==> config.mk <==
export PLATFORM = sky130hd
export DESIGN_NAME = open_address_hash_table_top
export DESIGN_NICKNAME = d
export VERILOG_FILES = /design/src/sv/oaht_pkg.sv /design/src/sv/open_address_hash_table_top.sv /design/src/sv/oaht_ram.sv /design/src/sv/oaht_mod_unit.sv
export SDC_FILE = /design/constraint.sdc
export NUM_CORES = 1
export LEC_CHECK = 0
export BUFFER_PORTS_ARGS = -buffer_cell sky130_fd_sc_hd__clkbuf_2
export CAP_MARGIN = 10
export CORE_ASPECT_RATIO = 1.75
export CORE_MARGIN = 5
export CORE_UTILIZATION = 45
export CTS_CLUSTER_SIZE = 25
export DETAILED_ROUTE_END_ITERATION = 8
export REMOVE_ABC_BUFFERS = 1
export SYNTH_ARGS = -nofsm -noshare
export SYNTH_HDL_FRONTEND = slang
export SYNTH_HIERARCHICAL = 1
export SYNTH_SLANG_ARGS = --single-unit
==> constraint.sdc <==
create_clock -name clock -period 10.2 [get_ports clock]
set_input_delay 0 -clock clock [delete_from_list [all_inputs] [get_ports clock]]
set_output_delay 0 -clock clock [all_outputs]
set_load 0.02 [all_outputs]
==> src/sv/oaht_pkg.sv <==
`timescale 1ns / 1ps
// Shared constants and codes for the open-address hash table.
// No dependencies; the top module and the remainder unit import this package.
package oaht_pkg;

   // Default number of slots (a prime)
   localparam int TABLE_SIZE_DEF = 13;

   // Field widths
   localparam int KEY_W     = 31;
   localparam int STATUS_W  = 2;
   localparam int SLOT_W    = 4;
   localparam int COUNT_W   = 32;
   localparam int ENTRY_W   = KEY_W + 1;   // used flag + stored value

   // Remainder unit: key bits (one digit) consumed per cycle
   localparam int DIGIT_W   = 4;
   localparam int STEPS     = (KEY_W + DIGIT_W - 1) / DIGIT_W;
   localparam int PAD_W     = STEPS * DIGIT_W;
   localparam int STEP_CNT_W = (STEPS > 1) ? $clog2(STEPS) : 1;

   // Command codes
   localparam logic CMD_INSERT = 1'b0;
   localparam logic CMD_LOOKUP = 1'b1;

   // Probe mode codes
   localparam logic MODE_QUAD   = 1'b0;
   localparam logic MODE_DOUBLE = 1'b1;

   // Result status codes
   localparam logic [STATUS_W-1:0] ST_INSERTED  = 2'd0;
   localparam logic [STATUS_W-1:0] ST_FOUND     = 2'd1;
   localparam logic [STATUS_W-1:0] ST_NOT_FOUND = 2'd2;
   localparam logic [STATUS_W-1:0] ST_FULL      = 2'd3;

endpackage

==> src/sv/open_address_hash_table_top.sv <==
`timescale 1ns / 1ps
// Open-address hash table: request, response and one-register control port.
// Requests (req_cmd, req_key_value) enter on req_valid while req_stall is low;
// req_cmd selects insert or lookup. Each request yields exactly one response
// word (rsp_status, rsp_slot_index, rsp_collision_total) on rsp_valid, held
// until a cycle with rsp_stall low. csr_wr_en/csr_wr_data set the probe mode
// (0 quadratic, 1 double hashing); write it only while the table is idle.
// Flow: the request is accepted, the remainder unit reduces the key (4 bits a
// cycle), the home slot is read, then the slots are probed one at a time through
// the slot memory's single read port, pausing while the output register is full;
// k probes, 1 <= k <= TABLE_SIZE. One request is in flight at a time; the next is taken
// once the previous response sits in the output register.
// Reset (synchronous, active high) starts a clearing pass that writes every slot
// of the slot memory, during which req_stall is high; the collision count
// clears and the probe mode returns to double hashing.
// A stalled response holds; the probe unit waits on its final probe until the
// output register is free, so nothing is dropped.
module open_address_hash_table_top
   import oaht_pkg::*;
#(
   parameter int TABLE_SIZE = TABLE_SIZE_DEF
) (
   input  logic                clock,
   input  logic                reset,
   input  logic                req_valid,
   output logic                req_stall,
   input  logic                req_cmd,
   input  logic [KEY_W-1:0]    req_key_value,
   output logic                rsp_valid,
   input  logic                rsp_stall,
   output logic [STATUS_W-1:0] rsp_status,
   output logic [SLOT_W-1:0]   rsp_slot_index,
   output logic [COUNT_W-1:0]  rsp_collision_total,
   input  logic                csr_wr_en,
   input  logic                csr_wr_data
);

   localparam int IDX_W = $clog2(TABLE_SIZE);
   localparam logic [IDX_W:0]   SIZE_X = (IDX_W+1)'(TABLE_SIZE);
   localparam logic [IDX_W-1:0] LAST   = IDX_W'(TABLE_SIZE - 1);

   typedef enum logic [1:0] {
      CLEAR,
      IDLE,
      HASH,
      PROBE
   } state_type;

   state_type             state_ff, state_in;
   logic [IDX_W-1:0]      pos_ff, pos_in;
   logic [IDX_W-1:0]      probe_ff, probe_in;
   logic [IDX_W-1:0]      inc_ff, inc_in;
   logic [IDX_W-1:0]      stride_ff, stride_in;
   logic                  cmd_ff, cmd_in;
   logic [KEY_W-1:0]      key_ff, key_in;
   logic                  mode_ff, mode_in;
   logic [COUNT_W-1:0]    coll_ff, coll_in;
   logic                  rsp_valid_ff, rsp_valid_in;
   logic [STATUS_W-1:0]   rsp_status_ff, rsp_status_in;
   logic [SLOT_W-1:0]     rsp_slot_ff, rsp_slot_in;
   logic [COUNT_W-1:0]    rsp_coll_ff, rsp_coll_in;

   logic                  accept;
   logic                  out_free;
   logic                  hash_done;
   logic [IDX_W-1:0]      hash_home;
   logic [IDX_W-1:0]      hash_rem;
   logic                  wr_en;
   logic [ENTRY_W-1:0]    wr_data;
   logic [ENTRY_W-1:0]    rd_data;
   logic                  slot_used;
   logic [KEY_W-1:0]      slot_key;
   logic [IDX_W-1:0]      step;
   logic [IDX_W:0]        pos_sum;
   logic [IDX_W:0]        inc_sum;
   logic                  last_probe;

   assign accept    = req_valid && !req_stall;
   assign out_free  = !rsp_valid_ff || !rsp_stall;
   assign slot_used = rd_data[KEY_W];
   assign slot_key  = rd_data[KEY_W-1:0];

   // Remainders for home slot and double-hash stride
   oaht_mod_unit #(
      .TABLE_SIZE(TABLE_SIZE)
   ) u_mod (
      .clock   (clock),
      .reset   (reset),
      .start   (accept),
      .key     (req_key_value),
      .done    (hash_done),
      .home    (hash_home),
      .rem_step(hash_rem)
   );

   // Slot memory: used flag over stored value; read address follows next position
   oaht_ram #(
      .WIDTH(ENTRY_W),
      .DEPTH(TABLE_SIZE)
   ) u_slots (
      .clock  (clock),
      .wr_en  (wr_en),
      .wr_addr(pos_ff),
      .wr_data(wr_data),
      .rd_addr(pos_in),
      .rd_data(rd_data)
   );

   // Next probe position and quadratic increment, both reduced mod TABLE_SIZE
   always_comb begin
      step = (mode_ff == MODE_QUAD) ? inc_ff : stride_ff;
      pos_sum = {1'b0, pos_ff} + {1'b0, step};
      if (pos_sum >= SIZE_X) begin
         pos_sum = pos_sum - SIZE_X;
      end
      inc_sum = {1'b0, inc_ff} + (IDX_W+1)'(2);
      if (inc_sum >= SIZE_X) begin
         inc_sum = inc_sum - SIZE_X;
      end
   end

   assign last_probe = (probe_ff == LAST);

   // Control: clearing pass, request intake, probe walk
   always_comb begin
      state_in      = state_ff;
      pos_in        = pos_ff;
      probe_in      = probe_ff;
      inc_in        = inc_ff;
      stride_in     = stride_ff;
      cmd_in        = cmd_ff;
      key_in        = key_ff;
      mode_in       = mode_ff;
      coll_in       = coll_ff;
      rsp_valid_in  = rsp_valid_ff;
      rsp_status_in = rsp_status_ff;
      rsp_slot_in   = rsp_slot_ff;
      rsp_coll_in   = rsp_coll_ff;
      wr_en         = 1'b0;
      wr_data       = '0;

      if (csr_wr_en) begin
         mode_in = csr_wr_data;
      end

      // Drop the response once taken
      if (rsp_valid_ff && !rsp_stall) begin
         rsp_valid_in = 1'b0;
      end

      case (state_ff)
         CLEAR: begin
            wr_en = 1'b1;
            if (pos_ff == LAST) begin
               pos_in   = '0;
               state_in = IDLE;
            end else begin
               pos_in = pos_ff + 1'b1;
            end
         end
         IDLE: begin
            if (accept) begin
               cmd_in   = req_cmd;
               key_in   = req_key_value;
               state_in = HASH;
            end
         end
         HASH: begin
            if (hash_done) begin
               pos_in    = hash_home;
               stride_in = hash_rem + 1'b1;
               inc_in    = IDX_W'(1);
               probe_in  = '0;
               state_in  = PROBE;
            end
         end
         PROBE: begin
            if (out_free) begin
               if (cmd_ff == CMD_INSERT) begin
                  if (!slot_used) begin
                     wr_en         = 1'b1;
                     wr_data       = {1'b1, key_ff};
                     rsp_valid_in  = 1'b1;
                     rsp_status_in = ST_INSERTED;
                     rsp_slot_in   = SLOT_W'(pos_ff);
                     rsp_coll_in   = coll_ff;
                     state_in      = IDLE;
                  end else begin
                     coll_in = coll_ff + 1'b1;
                     if (last_probe) begin
                        rsp_valid_in  = 1'b1;
                        rsp_status_in = ST_FULL;
                        rsp_slot_in   = '0;
                        rsp_coll_in   = coll_in;
                        state_in      = IDLE;
                     end else begin
                        pos_in   = pos_sum[IDX_W-1:0];
                        inc_in   = inc_sum[IDX_W-1:0];
                        probe_in = probe_ff + 1'b1;
                     end
                  end
               end else begin
                  if (!slot_used || last_probe || slot_key == key_ff) begin
                     rsp_valid_in = 1'b1;
                     rsp_coll_in  = coll_ff;
                     state_in     = IDLE;
                     if (slot_used && slot_key == key_ff) begin
                        rsp_status_in = ST_FOUND;
                        rsp_slot_in   = SLOT_W'(pos_ff);
                     end else begin
                        rsp_status_in = ST_NOT_FOUND;
                        rsp_slot_in   = '0;
                     end
                  end else begin
                     pos_in   = pos_sum[IDX_W-1:0];
                     inc_in   = inc_sum[IDX_W-1:0];
                     probe_in = probe_ff + 1'b1;
                  end
               end
            end
         end
         default: begin
            state_in = IDLE;
         end
      endcase
   end

   // Hold state and control registers
   always_ff @(posedge clock) begin
      if (reset) begin
         state_ff     <= CLEAR;
         pos_ff       <= '0;
         mode_ff      <= MODE_DOUBLE;
         coll_ff      <= '0;
         rsp_valid_ff <= 1'b0;
      end else begin
         state_ff     <= state_in;
         pos_ff       <= pos_in;
         mode_ff      <= mode_in;
         coll_ff      <= coll_in;
         rsp_valid_ff <= rsp_valid_in;
      end
   end

   // Hold payload registers
   always_ff @(posedge clock) begin
      probe_ff      <= probe_in;
      inc_ff        <= inc_in;
      stride_ff     <= stride_in;
      cmd_ff        <= cmd_in;
      key_ff        <= key_in;
      rsp_status_ff <= rsp_status_in;
      rsp_slot_ff   <= rsp_slot_in;
      rsp_coll_ff   <= rsp_coll_in;
   end

   assign req_stall           = (state_ff != IDLE);
   assign rsp_valid           = rsp_valid_ff;
   assign rsp_status          = rsp_status_ff;
   assign rsp_slot_index      = rsp_slot_ff;
   assign rsp_collision_total = rsp_coll_ff;

endmodule

==> src/sv/oaht_ram.sv <==
`timescale 1ns / 1ps
// Generic single-write, single-read synchronous RAM with registered read data.
// Depends on nothing.
module oaht_ram #(
   parameter int WIDTH = 32,
   parameter int DEPTH = 16
) (
   input  logic                             clock,
   input  logic                             wr_en,
   input  logic [$clog2(DEPTH)-1:0]         wr_addr,
   input  logic [WIDTH-1:0]                 wr_data,
   input  logic [$clog2(DEPTH)-1:0]         rd_addr,
   output logic [WIDTH-1:0]                 rd_data
);

   logic [WIDTH-1:0] mem [DEPTH];
   logic [WIDTH-1:0] rd_data_ff;

   // Write port
   always_ff @(posedge clock) begin
      if (wr_en) begin
         mem[wr_addr] <= wr_data;
      end
   end

   // Registered read port
   always_ff @(posedge clock) begin
      rd_data_ff <= mem[rd_addr];
   end

   assign rd_data = rd_data_ff;

endmodule

==> src/sv/oaht_mod_unit.sv <==
`timescale 1ns / 1ps
// Iterative remainder unit: key mod TABLE_SIZE and key mod (TABLE_SIZE-1),
// DIGIT_W (4) key bits per cycle while busy. Depends on oaht_pkg.
module oaht_mod_unit
   import oaht_pkg::*;
#(
   parameter int TABLE_SIZE = TABLE_SIZE_DEF
) (
   input  logic                          clock,
   input  logic                          reset,
   input  logic                          start,
   input  logic [KEY_W-1:0]              key,
   output logic                          done,
   output logic [$clog2(TABLE_SIZE)-1:0] home,
   output logic [$clog2(TABLE_SIZE)-1:0] rem_step
);

   localparam int IDX_W = $clog2(TABLE_SIZE);
   localparam logic [IDX_W:0] MOD_HOME = (IDX_W+1)'(TABLE_SIZE);
   localparam logic [IDX_W:0] MOD_STEP = (IDX_W+1)'(TABLE_SIZE - 1);

   logic [PAD_W-1:0]      sh_ff, sh_in;
   logic [IDX_W-1:0]      r1_ff, r1_in;
   logic [IDX_W-1:0]      r2_ff, r2_in;
   logic [STEP_CNT_W-1:0] cnt_ff, cnt_in;
   logic                  busy_ff, busy_in;
   logic                  done_ff, done_in;

   // Shift in one digit: remainder = (2*remainder + bit) reduced, bit by bit
   always_comb begin
      logic [IDX_W:0] t1;
      logic [IDX_W:0] t2;
      t1 = {1'b0, r1_ff};
      t2 = {1'b0, r2_ff};
      for (int i = 0; i < DIGIT_W; i++) begin
         t1 = {t1[IDX_W-1:0], sh_ff[PAD_W-1-i]};
         if (t1 >= MOD_HOME) begin
            t1 = t1 - MOD_HOME;
         end
         t2 = {t2[IDX_W-1:0], sh_ff[PAD_W-1-i]};
         if (t2 >= MOD_STEP) begin
            t2 = t2 - MOD_STEP;
         end
      end

      sh_in   = sh_ff;
      r1_in   = r1_ff;
      r2_in   = r2_ff;
      cnt_in  = cnt_ff;
      busy_in = busy_ff;
      done_in = 1'b0;

      if (start) begin
         sh_in   = PAD_W'(key);
         r1_in   = '0;
         r2_in   = '0;
         cnt_in  = '0;
         busy_in = 1'b1;
      end else if (busy_ff) begin
         sh_in  = sh_ff << DIGIT_W;
         r1_in  = t1[IDX_W-1:0];
         r2_in  = t2[IDX_W-1:0];
         cnt_in = cnt_ff + 1'b1;
         if (cnt_ff == STEP_CNT_W'(STEPS - 1)) begin
            busy_in = 1'b0;
            done_in = 1'b1;
         end
      end
   end

   // Hold control state
   always_ff @(posedge clock) begin
      if (reset) begin
         busy_ff <= 1'b0;
         done_ff <= 1'b0;
         cnt_ff  <= '0;
      end else begin
         busy_ff <= busy_in;
         done_ff <= done_in;
         cnt_ff  <= cnt_in;
      end
   end

   // Hold datapath
   always_ff @(posedge clock) begin
      sh_ff <= sh_in;
      r1_ff <= r1_in;
      r2_ff <= r2_in;
   end

   assign done     = done_ff;
   assign home     = r1_ff;
   assign rem_step = r2_ff;

endmodule
## After elaboration in Yosys (flattened, before gate mapping)

Memory sizes are Yosys's and may differ from the RTL's. A register that Yosys moved wholly into a read port is not among the register bits.
Index checks and enable logic that the tools add are counted.

- Bitwise gates (word level): 2
- Add/sub/neg operators: 17
- Mux-type cells: 79
- Magnitude comparators: 10
- Reductions and logical operators: 21
- Equality and inequality tests: 19

Operators with widths:

| operator | number |
|---|---|
| $mux W32 | 8 |
| $mux W4 | 35 |
| $mux W31 | 2 |
| $ge A5 B4 Y1 const B | 10 |
| $sub A4 B4 Y4 const B | 10 |
| $add A32 B1 Y32 const B | 1 |
| $eq A31 B31 Y1 | 1 |
| $mux W2 | 13 |
| $mux W1 | 16 |
| $pmux W4 S2 | 2 |
| $add A4 B1 Y4 const B | 3 |
| $ne A3 B3 Y1 const B | 4 |
| $pmux W4 S3 | 1 |
| $reduce_and A6 Y1 | 2 |
| $eq A4 B4 Y1 const B | 2 |
| $pmux W2 S4 | 1 |
| $reduce_and A4 Y1 | 2 |
| $ne A2 B1 Y1 const B | 3 |
| $ne A2 B2 Y1 const B | 3 |
| $add A4 B2 Y5 const B | 1 |
| $add A4 B4 Y5 | 1 |
| $eq A2 B2 Y1 const B | 2 |
| $logic_not A1 Y1 | 4 |
| $ne A4 B4 Y1 const B | 1 |
| other kinds (13) | 20 |

- Memory bits (writable): 416
- Flip-flop bits (word level): 167
- Output and inout bits: 40
- Memories: 1
- Bits of input ports: 38
- Logic and storage cells: 169

Memory list:

| name | depth | width | read ports | clocked after memory_dff | write ports | RTL line | RTL |
|---|---|---|---|---|---|---|---|
| u_slots.mem | 13 | 32 | 1 | 1 | 1 | oaht_ram.sv:16 | `logic [WIDTH-1:0] mem [DEPTH];` |

## Longest topological paths before layout

Gate-level depths: netlist of the first run.

- Depth after elaboration: 9
- Mapped depth: 18
- Gate-level depth less buffers: 14

## Cells and area by module

Netlist of the first run, hierarchy kept.

Modules (own cells, without submodules):

| module | area each (um^2) | seq. area each (um^2) | instances | cells each |
|---|---|---|---|---|
| oaht_ram | 16335.7 | 13132.6 | 1 | 701 |
| open_address_hash_table_top | 6427.4 | 3263.1 | 1 | 609 |
| oaht_mod_unit | 2747.6 | 1211.2 | 1 | 249 |

## Least setup slack after synthesis of the first run

Ideal clock, no wire load.

- Path kind: register -> register
- Start point: register state_ff[0]
- End point: memory u_slots.mem[0][0] (enable)
- Data arrival time: 4.674 ns
- Path slack: 5.065 ns
- Stages on the path, launching flop included: 10
- Data required time: 9.739 ns
- Setup time: 0.461 ns
- Cell sequence: dfxtp_1 ha_1 a21bo_2 clkbuf_1 nor3_1 clkbuf_1 nor2_1 nor2_1 or3b_2 nor3_1

- Cells in the longest elaborated chain, start to end: 4
- Elaborated cells on any way between the ends: 5
- Those cells by class: eq/ne (1); mux (3); reduce/logical (1)

Ends and longest elaborated chain:

| what | RTL line | RTL |
|---|---|---|
| start, declared | open_address_hash_table_top.sv:49 | `state_type state_ff, state_in;` |
| start signal, assigned | open_address_hash_table_top.sv:237 | `state_ff <= state_in;` |
| $eq A2 B2 Y1 or $logic_not A2 Y1 (tied branches) | open_address_hash_table_top.sv:151 | `case (state_ff)` |
| $pmux W1 S2 * | open_address_hash_table_top.sv:151 |  |
| named net wr_en | open_address_hash_table_top.sv:68 | `logic wr_en;` |
| $mux W1 * | oaht_ram.sv:21 | `if (wr_en) begin` |
| $mux W1 (implied by the code) * | oaht_ram.sv:22 | `mem[wr_addr] <= wr_data;` |
| end, declared | oaht_ram.sv:16 |  |

The timed path passes the listed nets; every way through them passes the cells marked *.

## Worst setup path after layout of the first run

- Start point: register inc_ff[0]
- End point: register u_slots.rd_data_ff[21], in the netlist u_slots/rd_data[21], read port of u_slots.mem

- Cells in the longest elaborated chain, start to end: 9
- Elaborated cells on any way between the ends: 11
- Those cells by class: add/sub (2); order compare (1); mux (8)

Ends and longest elaborated chain:

| what | RTL line | RTL |
|---|---|---|
| start, declared | open_address_hash_table_top.sv:52 | `logic [IDX_W-1:0] inc_ff, inc_in;` |
| start signal, assigned | open_address_hash_table_top.sv:248 | `inc_ff <= inc_in;` |
| $mux W4 * | open_address_hash_table_top.sv:111 | `step = (mode_ff == MODE_QUAD) ? inc_ff : stride_ff;` |
| $add A4 B4 Y5 * | open_address_hash_table_top.sv:112 | `pos_sum = {1'b0, pos_ff} + {1'b0, step};` |
| $sub A4 B4 Y4 or $ge A5 B4 Y1 (tied branches) | open_address_hash_table_top.sv:114, open_address_hash_table_top.sv:113 |  |
| $mux W4 * | open_address_hash_table_top.sv:113 | `if (pos_sum >= SIZE_X) begin` |
| $mux W4 | open_address_hash_table_top.sv:190 | `if (last_probe) begin` |
| $mux W4 | open_address_hash_table_top.sv:180 | `if (!slot_used) begin` |
| $mux W4 * | open_address_hash_table_top.sv:179 | `if (cmd_ff == CMD_INSERT) begin` |
| $mux W4 * | open_address_hash_table_top.sv:178 | `if (out_free) begin` |
| $pmux W4 S3 * | open_address_hash_table_top.sv:151 |  |
| named net pos_in[1] | open_address_hash_table_top.sv:50 | `logic [IDX_W-1:0] pos_ff, pos_in;` |
| end, declared | oaht_ram.sv:17 | `logic [WIDTH-1:0] rd_data_ff;` |

Marks and branches as above.
A chain may end at the register's enable or synchronous reset.

==> results of run 1 <==
[worst paths after layout]
kind | startpoint | end | slack (ps) | depth (start not counted)
min reg2reg | u_mod/sh_ff[27] | u_mod/sh_ff[31] | 500 | 2
max reg2reg | inc_ff[0] | u_slots/rd_data[21] | 4820 | 15
min | req_valid | state_ff[1] | 30 | 4
max | inc_ff[0] | u_slots/rd_data[21] | 4820 | 15
[sequential cells by signal (all words and copies together), names as in the netlist]
register             flops
u_slots/mem            416
coll_ff                 32
rsp_collision_total     32
u_mod/sh_ff             32
u_slots/rd_data         32
key_ff                  31
inc_ff                   4
pos_ff                   4
probe_ff                 4
rsp_slot_index           4
stride_ff                4
u_mod/home               4
u_mod/rem_step           4
u_mod/cnt_ff             3
rsp_status               2
state_ff                 2
cmd_ff                   1
mode_ff                  1
rsp_valid                1
u_mod/busy_ff            1
u_mod/done               1
[cell usage in the layout, fill, tap and decap left out, drive strengths merged, types with 4 or more instances in the layout]
cell type	n
edfxtp	529
a31oi	5
a22oi	4
o22ai	34
and3	12
mux2	32
clkbuf	147
mux2i	46
o211ai	5
a21o	5
nand2b	11
or3	12
mux4	97
or2	7
clkinv	24
xnor2	65
nor2	85
a21oi	60
nor4	6
nand4	21
inv	29
nand3	30
o21ai	31
nand3b	4
nor3	25
a211oi	8
nand2	65
dlygate4sd3	37
nor2b	9
and2	49
xor2	31
buf	23
dfxtp	86
ha	27
[critical path: cells and delay by family (launching register included)]
family / cells / cell delay (ps)
AO/OA/AOI/OAI: 4 / 720
flip-flops: 1 / 430
AND/OR/NAND/NOR: 3 / 1140
adder cells (fa/ha/maj): 3 / 990
buffers and inverters: 3 / 1150
multiplexers: 2 / 740
[repair_timing]
| action | CTS | global route |
|---|---|---|
| hold buffers | 37 | 0 |
| hold endpoints to repair | 98 | 0 |
| buffers inserted | 0 | 0 |
[layer usage]
layer,wire length (um),up-vias,GRT usage (%)
met4,1670,0,5.90
met3,2290,93,2.05
li1,-,6270,-
met2,30900,328,33.9
met1,22100,7097,22.2
met5,0,-,0
[cell families (layout without fill, tap and decap cells)]
group                    Yosys count  in the layout  synth area share [%]
adder cells (fa/ha/maj)           28             28                  1.40
flip-flops                       615            615                  69.0
AND/OR/NAND/NOR                  348            348                  7.25
buffers and inverters            105            264                  2.31
AO/OA/AOI/OAI                    192            192                  4.92
XOR/XNOR                          96             96                  3.30
multiplexers                     175            175                  11.8
other                              0              1                     0
[metrics by stage]
stage | std cells | TNS (ps) | power [W]
2_1_floorplan | 1479 | -75610 | 0.00491
3_3_place_gp | 2339 | 0 | 0.00533
3_5_place_dp | 2339 | 0 | 0.00537
4_1_cts | 2478 | 0 | 0.00736
5_1_grt | 2479 | 0 | 0.00763
6_report | 2479 | 0 | 0.00726
[layout make-up]
type / count / area share (%)
diodes: 1 / 0.00872
well taps: 760 / 3.31
repair buffers: 137 / 3.23
inverters: 25 / 0.327
flip-flops and latches: 615 / 61.3
clock inverters: 32 / 0.885
multi-input cells: 839 / 26.0
clock buffers: 70 / 4.95
[power by group through the flow]
stage                     combinational (W)  sequential [W]  clock (W)
after floorplan                     0.00169         0.00323          0
after global placement              0.00205         0.00328          0
after detailed placement            0.00209         0.00329          0
after CTS                           0.00210         0.00323    0.00202
after global routing                0.00225         0.00326    0.00211
final                               0.00207         0.00323    0.00197
==> flow_summary.json, run 1 <==
{
  "status": "finished, final reports clean",
  "yosysUniqueCellTypes": 93,
  "yosys_most_used_dff": "edfxtp_1",
  "fmax_ghz": 0.186,
  "yosys.area.top_type_share_pct": 62.3,
  "yosysTopAreaCell": "edfxtp_1",
  "clock-sinks": 615,
  "final_area_sq_mm": 0.0287,
  "hpwl_mm": 33.0,
  "grt_pass1_vias": 14000,
  "synth_commonest_cells": "edfxtp_1 (529), mux4_2 (97), dfxtp_1 (86)",
  "cap_violations": 0,
  "antenna_left": 0,
  "firstDrtPassIters": 5,
  "power.density_mw_per_mm2": 253,
  "rsz0062_at_grt": "no",
  "cts_htree_levels": 2,
  "ios": 78,
  "drc_errors": 0,
  "p_switching_w": 0.00221,
  "grt_pass1_wl_mm": 86.0,
  "ys_warn_count": 6,
  "synth_edf_count": 529,
  "fin_crit_sh_pct": 52.8,
  "irDropWorstVdd_v": 0.000167,
  "clockPowerShare_pct": 27.1,
  "core_sq_mm": 0.0563,
  "async_flop_share_pct": 0,
  "cts_buffers": 54,
  "switching_share_pct": 30.5,
  "initial_core_util_pct": 45.3,
  "clockBufferDepth": 3,
  "grt_usage_pct": 18.3,
  "dieArea_sq_mm": 0.0617,
  "hold-worst-slack_ps": 26.4,
  "yosys-top-cells-area": "edfxtp_1 (62%), mux4_2 (8.6%), dfxtp_1 (6.7%)",
  "cp_slowest_cell": "buf_4",
  "fin_skew_ps": 27.7,
  "p_int_w": 0.00505,
  "routed_wirelength_mm": 57.0,
  "area_delta_synth_final_pct": 12.5,
  "timing.final.hold_violations": 0,
  "cts_tree": "yes",
  "vias": 13800,
  "place.gp.congestion": 0.810,
  "vias_per_cell": 5.56,
  "avgSynthCellArea_sq_um": 16.4,
  "wire_per_inst_um": 23.0,
  "multi_input_area_sq_mm": 0.00745,
  "start_kind": "flip-flop",
  "utilization_pct": 51.0,
  "cp_slowest_stage_delay_ps": 910,
  "place_area_sq_mm": 0.0267,
  "critPathArrivalTime_ps": 5840,
  "synth.most_common_cell": "edfxtp_1",
  "worstPathMaxFanout": 62,
  "crit_path_end_kind": "flip-flop",
  "grt_max_degree": 63,
  "path_clk_slew_ps": 70,
  "die_w_um": 190,
  "cts_resized": 0,
  "hold_class": "in -> reg",
  "yosysSeqAreaShare_pct": 69.0,
  "grt_overflow": 0,
  "power_frac_seq_pct": 44.5,
  "ys_ff_latch": 615,
  "final_layout_size_suffix_gt1_share_pct": 20.3,
  "slew_violations": 0,
  "relSlewSlack_pct": 24.2,
  "drtIter0Drc": 891,
  "tightest_slew_ps": 1140,
  "cts_root_buf": "clkbuf_16",
  "worstPathRequired_ps": 10660,
  "clock_latency_ps": 610,
  "timing.final.crit_period_ps": 5380,
  "crit_type": "reg -> reg",
  "dp_slack_ps": 4810,
  "combPwrFrac_pct": 28.5,
  "final-setup-viol-count": 0,
  "p_leak_nw": 9.10,
  "nFillCells": 4669,
  "nets": 1738,
  "die_h_um": 325,
  "register_area_sq_mm": 0.0176,
  "cp_cell_sequence": "inv_1 -> o21ai_0 -> ha_1 -> fa_1 -> inv_1 -> ha_1 -> or3_1 -> a41oi_1 -> mux2i_1 -> nand4b_1 -> and3_4 -> buf_4 -> mux4_2 -> o22ai_1 -> a21oi_1",
  "io_buffers": 77,
  "antenna_found_initial": 1,
  "synth_area_sq_mm": 0.0255,
  "num_rows": 115,
  "synthCells": 1559,
  "layout_setup_ws_ps": 4820
}
(Power assumes the default switching activity.)
==> run 2: changes to the inputs <==
Clock period 10.2 ns to 5.45 ns, I/O delays scaled along.
==> run 2 against run 1 <==
Total power grew 91%. Worst setup slack got worse by 3800 ps. Hold slack improved by 92 ps. Register-to-register slack worse by 3800 ps. Highest routed layer unchanged.
==> flow_summary.json, run 2 (same netlist as run 1, synthesis figures left out) <==
{
  "status": "finished, final reports clean",
  "clockBufferDepth": 3,
  "nFillCells": 4638,
  "slew_violations": 0,
  "io_buffers": 77,
  "fin_crit_sh_pct": 81.8,
  "die_h_um": 325,
  "antenna_left": 0,
  "initial_core_util_pct": 45.3,
  "crit_type": "reg -> reg",
  "critPathArrivalTime_ps": 4930,
  "vias_per_cell": 5.54,
  "reg2regPathDepth": 16,
  "grt_max_degree": 50,
  "layout_common_cells": "edfxtp_1 (529), mux4_2 (97), dfxtp_1 (86), clkbuf_2 (77), nor2_1 (74)",
  "hpwl_mm": 34.1,
  "dieArea_sq_mm": 0.0617,
  "relSlewSlack_pct": 31.3,
  "cts_tree": "yes",
  "antenna_cells": 0,
  "tightest_slew_ps": 1030,
  "r2r_slack_ps": 990,
  "holdBufCountCts": 38,
  "critPathTopFamily": "adder cells",
  "wire_per_inst_um": 23.1,
  "final_layout_size_suffix_gt1_share_pct": 21.2,
  "routed_wirelength_mm": 57.4,
  "regMostFlops": "u_slots/mem",
  "worstPathMaxFanout": 37,
  "grt_overflow": 0,
  "final_common_cell": "edfxtp_1",
  "finalPower_w": 0.0139,
  "cp_cell_sequence": "inv_1 -> o21ai_0 -> ha_1 -> fa_1 -> inv_1 -> ha_1 -> or3_1 -> a41oi_1 -> xnor2_1 -> nor3_1 -> o21ai_4 -> buf_12 -> buf_4 -> mux4_2 -> o22ai_1 -> a21oi_1",
  "cts_resized": 0,
  "cp_slowest_cell": "fa_1",
  "whs_path_depth": 2,
  "drc_errors": 0,
  "wl_met1_mm": 22.1,
  "start_kind": "flip-flop",
  "power.density_mw_per_mm2": 478,
  "route.met2.wl_mm": 30.4,
  "grt_usage_pct": 18.6,
  "vias": 13800,
  "core_sq_mm": 0.0563,
  "finalSetupTns_ps": 0,
  "worstReg2RegStart": "inc_ff[0]",
  "largest_reg_flops": 416,
  "area_delta_synth_final_pct": 13.6,
  "ios": 78,
  "dr.max_layer_used": "met4",
  "grt_pass1_wl_mm": 87.4,
  "cts_buffers": 54,
  "clock-sinks": 615,
  "cts_root_buf": "clkbuf_16",
  "crit_path_end_kind": "flip-flop",
  "cap_violations": 0,
  "timing.rr.end": "u_slots/rd_data[30]",
  "timing.final.hold_violations": 0,
  "critPathBufInv": 4,
  "num_rows": 115,
  "irDropWorstVdd_v": 0.000346,
  "hold_class": "in -> reg",
  "wl_met3_mm": 3.09,
  "final-setup-viol-count": 0,
  "timing.final.crit_period_ps": 4460,
  "hold-worst-slack_ps": 118,
  "p_leak_nw": 9.24,
  "cp_slowest_stage_delay_ps": 550,
  "fin_skew_ps": 24.8,
  "drtIter0Drc": 967,
  "clock_latency_ps": 620,
  "grt_pass1_vias": 14400,
  "hp-start": "req_key_value[6]",
  "place.gp.congestion": 0.805,
  "min_to": "key_ff[6]",
  "cts_setup_buffers": 0,
  "antenna_found_initial": 0,
  "path_clk_slew_ps": 70,
  "utilization_pct": 51.5,
  "worstPathRequired_ps": 5920,
  "cts_htree_levels": 2,
  "firstDrtPassIters": 5,
  "nets": 1749,
  "rsz0062_at_grt": "no",
  "fmax_ghz": 0.224,
  "die_w_um": 190
}
[run 2: cell types whose count changed in the layout (fill, tap and decap cells not counted), moves of 2 or more]
cell      previous run  this run
clkbuf_8             1         9
clkinv_1            14         4
buf_4               23        27
clkbuf_1            15        17
buf_12               0         6
inv_6                4         0
[run 2: where the power goes]
group / switching [W] / internal [W]
clock: 0.00170 / 0.00216
sequential: 0.000300 / 0.00573
combinational: 0.00217 / 0.00180
[run 2: metal layers]
layer	up-vias	global-route usage (%)
met2	381	33.6
met4	0	6.34
met1	7026	22.8
li1	6288	-
met5	-	0
met3	92	2.45
[run 2: cell type report]
type | instances | area, sq um | area share (%)
Clock buffer | 80 | 1540 | 5.31
Sequential cell | 615 | 17600 | 60.7
Inverter | 25 | 93.8 | 0.324
Timing Repair Buffer | 148 | 1090 | 3.75
Tap cell | 760 | 951 | 3.28
Clock inverter | 21 | 260 | 0.898
Multi-Input combinational cell | 839 | 7450 | 25.7
[run 2: per-stage QoR]
step                instances  setup WS (ps)  area (sq um)
floorplan                1479          -7810         25000
global placement         2349           1100         26800
detailed placement       2349            982         26800
global route             2488            667         29000
finish                   2488            991         29000
CTS                      2488            945         29000
[run 2: how the worst max path moves through the flow]
stage,from,end,cells after the start
3_5_place_dp,inc_ff[0],u_slots/rd_data[9],16
4_1_cts,inc_ff[0],u_slots/rd_data[9],16
3_3_place_gp,inc_ff[0],u_slots/rd_data[25],16
5_1_grt,inc_ff[0],u_slots/rd_data[9],16
2_1_floorplan,inc_ff[0],u_slots/rd_data[27],14
6_report,inc_ff[0],u_slots/rd_data[30],16
==> run 3: changes to the inputs <==
Clock period 5.45 ns to 3.9 ns, I/O delays scaled along.
==> run 3 against run 2 <==
Sequential share of layout area shrank 1.7 points. Total power grew 47%. Largest cell class unchanged. Cell count grew 2.5%. Highest routed layer unchanged. Fmax grew 14%.
==> flow_summary.json, run 3 (same netlist as run 1, synthesis figures left out) <==
{
  "antenna_cells": 0,
  "die_w_um": 190,
  "core_sq_mm": 0.0563,
  "cts_root_buf": "clkbuf_16",
  "timing.final.crit_period_ps": 3900,
  "irDropWorstVdd_v": 0.000382,
  "slew_violations": 0,
  "clock-sinks": 615,
  "hold-worst-slack_ps": 134,
  "grt_overflow": 0,
  "clockBufferDepth": 3,
  "placed_cells": 2402,
  "cts_htree_levels": 2,
  "drtIter0Drc": 1107,
  "initial_core_util_pct": 45.3,
  "place_area_sq_mm": 0.0274,
  "fin_crit_sh_pct": 99.9,
  "vias": 14100,
  "area_delta_synth_final_pct": 17.0,
  "tightest_slew_ps": 721,
  "regMostFlops": "u_slots/mem",
  "worstPathMaxFanout": 16,
  "start_kind": "flip-flop",
  "largest_reg_flops": 416,
  "num_rows": 115,
  "grt_max_degree": 77,
  "status": "finished, final reports clean",
  "final_layout_size_suffix_gt1_share_pct": 25.2,
  "cap_violations": 0,
  "crit_type": "reg -> reg",
  "io_buffers": 77,
  "critPathArrivalTime_ps": 4360,
  "nFillCells": 4564,
  "dieArea_sq_mm": 0.0617,
  "grt_pass1_wl_mm": 89.4,
  "finalPower_w": 0.0203,
  "fin_cells": 2549,
  "place.gp.congestion": 0.818,
  "vias_per_cell": 5.52,
  "die_h_um": 325,
  "cts_buffers": 54,
  "final_common_cell": "edfxtp_1",
  "wire_per_inst_um": 23.0,
  "power.density_mw_per_mm2": 681,
  "final_area_sq_mm": 0.0298,
  "layout_common_cells": "edfxtp_1 (529), mux4_2 (97), dfxtp_1 (86), clkbuf_2 (77), nor2_1 (74)",
  "antenna_left": 0,
  "antenna_found_initial": 0,
  "ios": 78,
  "clock_latency_ps": 600,
  "firstDrtPassIters": 5,
  "routed_wirelength_mm": 58.7,
  "crit_path_end_kind": "flip-flop",
  "final-setup-viol-count": 0,
  "worstPathRequired_ps": 4360,
  "drc_errors": 0,
  "relSlewSlack_pct": 50.7,
  "p_leak_nw": 9.66,
  "cts_tree": "yes",
  "fmax_ghz": 0.257,
  "hpwl_mm": 35.9,
  "timing.final.hold_violations": 0,
  "path_clk_slew_ps": 70,
  "nets": 1809,
  "grt_pass1_vias": 14700,
  "fin_skew_ps": 25.4,
  "hold_class": "in -> reg",
  "register_area_sq_mm": 0.0176,
  "multi_input_area_sq_mm": 0.00757,
  "rsz0062_at_grt": "yes",
  "grt_usage_pct": 19.0
}
run 3: changes by cell type in the layout (fill, tap and decap cells not counted), sizes merged:
cell	before	now
buf	33	92
clkinv	15	17
clkbuf	157	156
inv	26	27
run 3: area by class of cell:
type	count	share of cell area, %
flip-flops and latches	615	59.0
well taps	760	3.19
clock inverters	24	0.838
inverters	25	0.314
clock buffers	78	5.24
multi-input cells	839	25.4
repair buffers	208	6.09
run 3: stage by stage:
step                      setup TNS, ps  utilization (%)  setup WS [ps]
after floorplan                 -799630                -          -9360
after global placement            -23.8             48.8          -10.4
after detailed placement          -2090             48.8          -90.5
after CTS                         -11.0             52.9          -8.25
after global routing              -3310             53.1           -155
final                                 0             53.1           2.02
run 3: routing by layer:
| metal | global-route usage [%] | routed length, um |
|---|---|---|
| met5 | 0 | 0 |
| met4 | 6.55 | 1970 |
| met3 | 2.30 | 2350 |
| met2 | 35.0 | 31800 |
| met1 | 22.8 | 22600 |
run 3: path summary, 6_finish.rpt:
path,startpoint,slack [ps],cells past startpoint,end
min,req_key_value[19],130,2,key_ff[19]
max reg2reg,inc_ff[0],2,16,u_slots/rd_data[29]
max,inc_ff[0],2,16,u_slots/rd_data[29]
min reg2reg,coll_ff[31],500,2,coll_ff[31]
run 3: power by group:
part	leakage [nW]	switching, W	total (W)	internal [W]
Combinational	3.56	0.00331	0.00650	0.00319
Sequential	5.20	0.000383	0.00839	0.00800
Clock	0.895	0.00237	0.00543	0.00306
run 3: what timing repair did:
item	4_1_cts	5_1_grt
setup buffers	5	1
pin swaps	8	11
cloned	1	1
hold endpoints to repair	100	0
hold buffers	38	0
endpoints found under the setup margin	32	32
resized for setup	11	21
run 3: worst max-delay path, cell delays in order (launching register included):
cell and delay [ps]:
edfxtp_1 400, inv_2 80, o21ai_2 60, ha_2 200, fa_2 570, inv_2 60, ha_4 150, or3_4 340
a41oi_4 290, mux2i_2 310, nand4b_1 160, and3_4 240, buf_12 170, buf_12 160, mux4_2 290, o22ai_1 170
a21oi_1 70
